`src/rtl/wtr_pkg.sv`:
```
// ----------------------------------------------------------------------------
// wtr_pkg
// Shared types and constants for the watchdog timer register unit.
// ----------------------------------------------------------------------------
package wtr_pkg;

	localparam int COUNT_WIDTH_DEFAULT = 32;

	localparam logic [31:0] CMD_START_A = 32'h0000_ff00;
	localparam logic [31:0] CMD_START_B = 32'h0000_00ff;
	localparam logic [31:0] CMD_STOP_A  = 32'h0000_ee00;
	localparam logic [31:0] CMD_STOP_B  = 32'h0000_00ee;

	typedef enum logic [1:0] {
		MODE_TICK  = 2'd0,
		MODE_WRITE = 2'd1,
		MODE_READ  = 2'd2
	} mode_t;

	typedef enum logic [1:0] {
		REG_TIMEOUT = 2'd0,
		REG_COMMAND = 2'd1,
		REG_CAUSE   = 2'd2,
		REG_CONTROL = 2'd3
	} reg_t;

	typedef enum logic [1:0] {
		PHASE_IDLE  = 2'd0,
		PHASE_START = 2'd1,
		PHASE_STOP  = 2'd2
	} phase_t;

	typedef struct packed {
		logic [1:0]  mode;
		logic [1:0]  reg_index;
		logic [31:0] write_data;
	} item_t;

	typedef struct packed {
		logic [31:0] read_data;
		logic        chip_reset;
		logic        expiry_irq;
		logic        running;
	} result_t;

endpackage

```
`src/rtl/watchdog_timer_registers_unit.sv`:
```
// ----------------------------------------------------------------------------
// watchdog_timer_registers_unit
// Register-mapped watchdog timer with start/stop unlock sequences.
// ----------------------------------------------------------------------------
// Each item (counter tick, register write or register read) produces exactly
// one result. Items are taken into an input register, executed against the
// watchdog state and written to a result register, so the unit sustains one
// item per clock while results are taken; result valid rises when the item
// moves into the result register, which lets a new item enter while the
// previous result waits to be taken. No clearing pass is needed after reset.
module watchdog_timer_registers_unit import wtr_pkg::*; #(
	parameter int COUNT_WIDTH = COUNT_WIDTH_DEFAULT
) (
	input  logic        clk,
	input  logic        arst_n,
	input  logic        item_valid,
	output logic        item_ready,
	input  logic [1:0]  mode,
	input  logic [1:0]  reg_index,
	input  logic [31:0] write_data,
	output logic        result_valid,
	input  logic        result_ready,
	output logic [31:0] read_data,
	output logic        chip_reset,
	output logic        expiry_irq,
	output logic        running
);

	logic    valid_s1;
	item_t   item_s1;
	logic    valid_s2;
	result_t res_s2;
	result_t res_comb;
	logic    advance;

	assign advance    = valid_s1 && (!valid_s2 || result_ready);
	assign item_ready = !valid_s1 || advance;

	always_ff @(posedge clk or negedge arst_n) begin
		if (!arst_n) begin
			valid_s1 <= 1'b0;
			valid_s2 <= 1'b0;
		end else begin
			if (item_valid && item_ready) begin
				valid_s1 <= 1'b1;
			end else if (advance) begin
				valid_s1 <= 1'b0;
			end
			if (advance) begin
				valid_s2 <= 1'b1;
			end else if (result_ready) begin
				valid_s2 <= 1'b0;
			end
		end
	end

	always_ff @(posedge clk) begin
		if (item_valid && item_ready) begin
			item_s1 <= '{mode: mode, reg_index: reg_index, write_data: write_data};
		end
		if (advance) begin
			res_s2 <= res_comb;
		end
	end

	wtr_core #(
		.COUNT_WIDTH(COUNT_WIDTH)
	) u_core (
		.clk    (clk),
		.arst_n (arst_n),
		.fire   (advance),
		.item   (item_s1),
		.res    (res_comb)
	);

	assign result_valid = valid_s2;
	assign read_data    = res_s2.read_data;
	assign chip_reset   = res_s2.chip_reset;
	assign expiry_irq   = res_s2.expiry_irq;
	assign running      = res_s2.running;

endmodule

```
`src/rtl/wtr_core.sv`:
```
// ----------------------------------------------------------------------------
// wtr_core
// Watchdog state registers and the combinational execute logic for one item.
// ----------------------------------------------------------------------------
module wtr_core import wtr_pkg::*; #(
	parameter int COUNT_WIDTH = COUNT_WIDTH_DEFAULT
) (
	input  logic    clk,
	input  logic    arst_n,
	input  logic    fire,
	input  item_t   item,
	output result_t res
);

	logic [COUNT_WIDTH-1:0] timeout_q, timeout_n;
	logic [COUNT_WIDTH-1:0] down_q, down_n;
	logic                   running_q, running_n;
	phase_t                 phase_q, phase_n;
	logic                   cause_q, cause_n;
	logic                   irq_mode_q, irq_mode_n;

	logic [COUNT_WIDTH+31:0] data_ext;
	logic [COUNT_WIDTH+31:0] tmo_ext;
	logic [COUNT_WIDTH-1:0]  down_dec;
	logic                    expired;

	assign data_ext = {{COUNT_WIDTH{1'b0}}, item.write_data};
	assign tmo_ext  = {32'b0, timeout_q};
	assign down_dec = down_q - COUNT_WIDTH'(1);
	assign expired  = (down_q == '0) || (down_q == COUNT_WIDTH'(1));

	always_comb begin
		timeout_n  = timeout_q;
		down_n     = down_q;
		running_n  = running_q;
		phase_n    = phase_q;
		cause_n    = cause_q;
		irq_mode_n = irq_mode_q;
		res        = '0;
		unique case (item.mode)
			MODE_TICK: begin
				if (running_q) begin
					if (expired) begin
						if (irq_mode_q) begin
							res.expiry_irq = 1'b1;
							down_n         = timeout_q;
						end else begin
							res.chip_reset = 1'b1;
							cause_n        = 1'b1;
							running_n      = 1'b0;
							down_n         = '0;
						end
					end else begin
						down_n = down_dec;
					end
				end
			end
			MODE_WRITE: begin
				unique case (item.reg_index)
					REG_TIMEOUT: timeout_n = data_ext[COUNT_WIDTH-1:0];
					REG_COMMAND: begin
						priority if (item.write_data == CMD_START_A) begin
							phase_n = PHASE_START;
						end else if (item.write_data == CMD_STOP_A) begin
							phase_n = PHASE_STOP;
						end else if (item.write_data == CMD_START_B && phase_q == PHASE_START) begin
							down_n    = timeout_q;
							running_n = 1'b1;
							phase_n   = PHASE_IDLE;
						end else if (item.write_data == CMD_STOP_B && phase_q == PHASE_STOP) begin
							running_n = 1'b0;
							phase_n   = PHASE_IDLE;
						end else begin
							phase_n = PHASE_IDLE;
						end
					end
					REG_CAUSE: begin
						if (item.write_data[0]) begin
							cause_n = 1'b0;
						end
					end
					REG_CONTROL: irq_mode_n = item.write_data[0];
				endcase
			end
			MODE_READ: begin
				unique case (item.reg_index)
					REG_TIMEOUT: res.read_data = tmo_ext[31:0];
					REG_COMMAND: res.read_data = '0;
					REG_CAUSE:   res.read_data = {31'b0, cause_q};
					REG_CONTROL: res.read_data = {31'b0, irq_mode_q};
				endcase
			end
			default: ;
		endcase
		res.running = running_n;
	end

	always_ff @(posedge clk or negedge arst_n) begin
		if (!arst_n) begin
			timeout_q  <= '0;
			down_q     <= '0;
			running_q  <= 1'b0;
			phase_q    <= PHASE_IDLE;
			cause_q    <= 1'b0;
			irq_mode_q <= 1'b0;
		end else if (fire) begin
			timeout_q  <= timeout_n;
			down_q     <= down_n;
			running_q  <= running_n;
			phase_q    <= phase_n;
			cause_q    <= cause_n;
			irq_mode_q <= irq_mode_n;
		end
	end

`ifndef SYNTHESIS
	a_reset_pulse_stops: assert property (@(posedge clk) disable iff (!arst_n)
		fire && res.chip_reset |=> !running_q && cause_q)
		else $error("chip reset did not stop the counter and set the cause");

	a_irq_reloads: assert property (@(posedge clk) disable iff (!arst_n)
		fire && res.expiry_irq |=> running_q && down_q == $past(timeout_q))
		else $error("interrupt expiry did not reload the counter");

	a_single_pulse: assert property (@(posedge clk) disable iff (!arst_n)
		fire |-> !(res.chip_reset && res.expiry_irq))
		else $error("both expiry pulses set");

	a_stopped_tick_idle: assert property (@(posedge clk) disable iff (!arst_n)
		fire && !running_q && item.mode == MODE_TICK |=> $stable(down_q) && !running_q)
		else $error("tick while stopped changed the counter");

	a_start_runs: assert property (@(posedge clk) disable iff (!arst_n)
		fire && item.mode == MODE_WRITE && item.reg_index == REG_COMMAND
		&& item.write_data == CMD_START_B && phase_q == PHASE_START
		|=> running_q && phase_q == PHASE_IDLE)
		else $error("completed start sequence did not start the counter");
`endif

endmodule
```
`config.mk`:
```
export PLATFORM = sky130hd
export DESIGN_NAME = watchdog_timer_registers_unit
export DESIGN_NICKNAME = d
export VERILOG_FILES = /design/src/rtl/wtr_pkg.sv /design/src/rtl/watchdog_timer_registers_unit.sv /design/src/rtl/wtr_core.sv
export SDC_FILE = /design/constraint.sdc
export NUM_CORES = 1
export LEC_CHECK = 0
export ABC_AREA = 0
export BUFFER_PORTS_ARGS = -buffer_cell sky130_fd_sc_hd__buf_2
export CAP_MARGIN = 15
export CORE_MARGIN = 5
export CORE_UTILIZATION = 25
export CTS_BUF_LIST = sky130_fd_sc_hd__clkbuf_4 sky130_fd_sc_hd__clkbuf_8 sky130_fd_sc_hd__clkbuf_16
export CTS_CLUSTER_DIAMETER = 50
export DETAILED_ROUTE_END_ITERATION = 8
export PLACE_DENSITY_LB_ADDON = 0.15
export SYNTH_ARGS = -nofsm -noshare
export SYNTH_HDL_FRONTEND = slang
export SYNTH_SLANG_ARGS = --single-unit
```
`constraint.sdc`:
```
create_clock -name clk -period 2.3 [get_ports clk]
set_clock_uncertainty 0.2 [all_clocks]
set_input_delay 0.46 -clock clk [delete_from_list [all_inputs] [get_ports clk]]
set_output_delay 0.46 -clock clk [all_outputs]
set_load 0.05 [all_outputs]
```
==> flow_metrics.env <==
export IMPL_leakagePower_nw=3.65
export IMPL_worst_pin_slew_ps=533
export IMPL_cts_path_max_buffers=2
export IMPL_drt_iter0_drc=282
export IMPL_antenna_found_initial=0
export IMPL_cp_end_kind="flip-flop"
export IMPL_slew_violations=0
export IMPL_drive_gt1_share_pct=47.8
export IMPL_finalCritPeriodShare_pct=103
export IMPL_n_antenna_cell=0
export IMPL_cp_arrival_ps=2510
export IMPL_max_cap_violations=0
export IMPL_r2r_start="u_core.down_q[18]"
export IMPL_ir_drop_mv=0.455
export IMPL_status="finished, violations left"
export IMPL_insertion_delay_ps=410
export IMPL_synthCells=500
export IMPL_hold_path_class="in -> reg"
export IMPL_wirelength_mm=18.3
export IMPL_dp_hpwl_mm=12.2
export IMPL_clkSlewWorstSetupHoldPaths_ps=60
export IMPL_utilization_pct=36.8
export IMPL_violations="negative setup slack"
export IMPL_ys_seq_area_share_pct=62.6
export IMPL_busiest_layer="met2"
export IMPL_slew_headroom_pct=64.5
export IMPL_regToRegSetupSlack_ps=-70
export IMPL_netlist_top_cells_area="edfxtp_1 (34%), dfrtp_1 (28%), mux2_2 (6.1%), and2_1 (3.3%), o21ai_1 (3.2%)"
export IMPL_start_util_pct=25.5
export IMPL_drtPass1Iterations=4
export IMPL_place_congestion=0.806
export IMPL_met1_usage_pct=17.7
export IMPL_ys_types=56
export IMPL_grt_pass1_wl_mm=28.5
export IMPL_grt_max_degree=72
export IMPL_r2r_end="u_core.down_q[8]"
export IMPL_via_per_inst=4.80
export IMPL_fmax_mhz=422
export IMPL_post_drt_wl_per_cell_um=18.0
export IMPL_finalHoldViolCount=0
export IMPL_synthArstFlopShare_pct=50.0
export IMPL_coreArea_mm2=0.0245
export IMPL_ant_nets=0
export IMPL_die_height_um=168
export IMPL_rows=57
export IMPL_critPathMaxFanout=8
export IMPL_netlist_area_mm2=0.00624
export IMPL_endpoint="u_core.down_q[8]"
export IMPL_dieWidth_um=168
export IMPL_dieArea_mm2=0.0282
export IMPL_vias=4874
export IMPL_tns_ps=-697
export IMPL_worstPathRequired_ps=2440
export IMPL_cts_made_buffers=17
export IMPL_rr_worst_depth=8
export IMPL_drc=0
export IMPL_dp_cells=961
export IMPL_synth_seq_cells=142
export IMPL_clock_sinks=142
export IMPL_rsz0062_at_grt="true"
export IMPL_grt_usage_pct=12.7
export IMPL_yosys_warnings=0
export IMPL_worstSetupPathType="reg -> reg"
export IMPL_grt_pass1_vias=5072
export IMPL_synth_edf_count=71
export IMPL_met3_usage_pct=2.44
export IMPL_crit_path_start_kind="flip-flop"
export IMPL_avgSynthCellArea_um2=12.5
export IMPL_cts_root_buf="clkbuf_16"
export IMPL_syn_nets=542
export IMPL_worst_slack_ps=-68.1
export IMPL_port_buffers=76
export IMPL_synth_ff_type="edfxtp_1"
export IMPL_power_density_mw_per_mm2=946
export IMPL_htreeDepth=4
export IMPL_final_net_count=721
export IMPL_synth_top_area_share_pct=34.1
export IMPL_min_period_ps=2370
export IMPL_finalNonFillerCells=1016
export IMPL_grtUsageMet2_pct=20.1
export IMPL_gr_total_overflow=0
export IMPL_setup_viol=23
export IMPL_critPathLaunch="u_core.down_q[18]"
export IMPL_yosysTopAreaCell="edfxtp_1"
export IMPL_synthToLayoutAreaGrowth_pct=44.4
export IMPL_tritoncts="yes"
export IMPL_ioPinCount=77
synth_stat cells, types with 2 or more instances:
master,instances
a21oi_1,31
a22oi_1,4
a31oi_1,3
a32oi_1,13
and2_1,33
buf_1,3
buf_2,5
buf_4,2
clkbuf_1,12
dfrtp_1,71
edfxtp_1,71
ha_1,2
inv_1,10
mux2_2,34
nand2_1,19
nand2_2,2
nand2b_1,6
nand3_1,10
nand3b_1,2
nand4_1,4
nand4b_1,3
nor2_1,30
nor3_1,23
nor3_2,2
nor3b_1,3
nor4_1,14
nor4_4,3
nor4b_1,2
o211ai_1,4
o21ai_0,4
o21ai_1,40
o22ai_1,5
o31a_1,4
o41ai_4,2
or3_1,3
worst min-delay path by stage:
stage / start / end / slack, ps / cells past startpoint
3_5_place_dp: valid_s1 / result_valid / 290 / 1
6_report: reg_index[1] / item_s1[33] / 20 / 1
3_3_place_gp: valid_s1 / result_valid / 280 / 1
2_1_floorplan: arst_n / result_valid / -40 / 0
5_1_grt: write_data[6] / item_s1[6] / 4 / 1
4_1_cts: write_data[10] / item_s1[10] / 0.4 / 1
registers in the layout, summed over array words and instances (netlist names), 2 cells and up:
name,cells
u_core.timeout_q,32
read_data,32
u_core.phase_q,2
item_s1,36
u_core.down_q,32
cell type report:
class / count / area, um2
timing repair buffer: 182 / 1400
inverter: 10 / 37.5
fill: 2378 / 15400
tap: 324 / 405
clock inverter: 11 / 143
clock buffer: 21 / 462
multi-input combinational: 326 / 2650
sequential: 142 / 3920
metrics by stage:
step / hold slack (ps) / instance area (um2) / worst slack [ps] / power [mW]
after floorplan: -35.6 / 6270 / -2.93 / 4.52
after global placement: 282 / 7640 / -343 / 5.33
after detailed placement: 295 / 7640 / -293 / 5.37
after CTS: 0.387 / 8530 / -64.2 / 8.31
after global routing: 3.92 / 9010 / -187 / 8.94
final: 22.6 / 9010 / -68.1 / 8.53
power by group:
| part | total, mW | internal [mW] | switching, mW |
|---|---|---|---|
| combinational | 2.13 | 0.989 | 1.14 |
| clock | 2.81 | 1.77 | 1.05 |
| sequential | 3.59 | 3.12 | 0.461 |
| total | 8.53 | 5.88 | 2.65 |
critical path, stage by stage (launching register included):
cell,delay (ps)
dfrtp_2,440
nor4_4,390
nand4b_4,230
o41ai_4,400
buf_6,190
buf_8,140
nand2_2,50
o31a_1,110
o21ai_1,130
per-layer routing:
layer / up-vias / wire (um)
li1: 2278 / -
met4: 0 / 360
met5: - / 0
met2: 119 / 8690
met1: 2457 / 8580
met3: 20 / 653
layout by cell type (no fill, tap or decap), types with 3 or more instances in the layout:
cell | synthesis | routed
dlygate4sd3_1 | 0 | 4
o21ai_1 | 40 | 29
o31a_1 | 4 | 4
clkbuf_4 | 0 | 3
buf_4 | 2 | 75
clkinv_4 | 0 | 4
buf_8 | 0 | 3
nand2b_1 | 6 | 6
edfxtp_1 | 71 | 71
nor3_2 | 2 | 9
o22ai_2 | 0 | 4
o211ai_1 | 4 | 4
nand4b_1 | 3 | 3
mux2_2 | 34 | 34
a21oi_2 | 0 | 7
clkbuf_16 | 0 | 18
and2_1 | 33 | 32
nand3_1 | 10 | 8
dfrtp_2 | 0 | 5
a21oi_1 | 31 | 22
a32oi_1 | 13 | 8
inv_1 | 10 | 10
a32oi_2 | 0 | 5
buf_12 | 0 | 8
bufinv_16 | 0 | 3
nor3_1 | 23 | 14
nor4_2 | 1 | 5
nand2_1 | 19 | 16
buf_6 | 1 | 14
dfrtp_1 | 71 | 66
nor2_1 | 30 | 26
buf_2 | 5 | 76
nand2_2 | 2 | 3
nand4_1 | 4 | 4
o21ai_2 | 0 | 14
nor4_4 | 3 | 6
nor4_1 | 14 | 7
kinds of logic after synthesis:
group	synth area share, %
and+or+nand+nor	15.8
muxes	6.13
DFF	62.6
AOI/OAI and AO/OA	12.7
adders and majority gates	0.401
buffers and inverters	2.32
what timing repair did:
| item | in CTS | in global routing |
|---|---|---|
| endpoints found under the hold margin | 71 | 3 |
| setup buffers | 2 | 12 |
| gates cloned | 5 | 3 |
| gates resized for setup | 31 | 96 |
| pin swaps | 16 | 40 |
| hold buffers | 1 | 3 |
| endpoints found under the setup margin | 34 | 36 |
No activity file was read; power rests on OpenSTA's default activity.
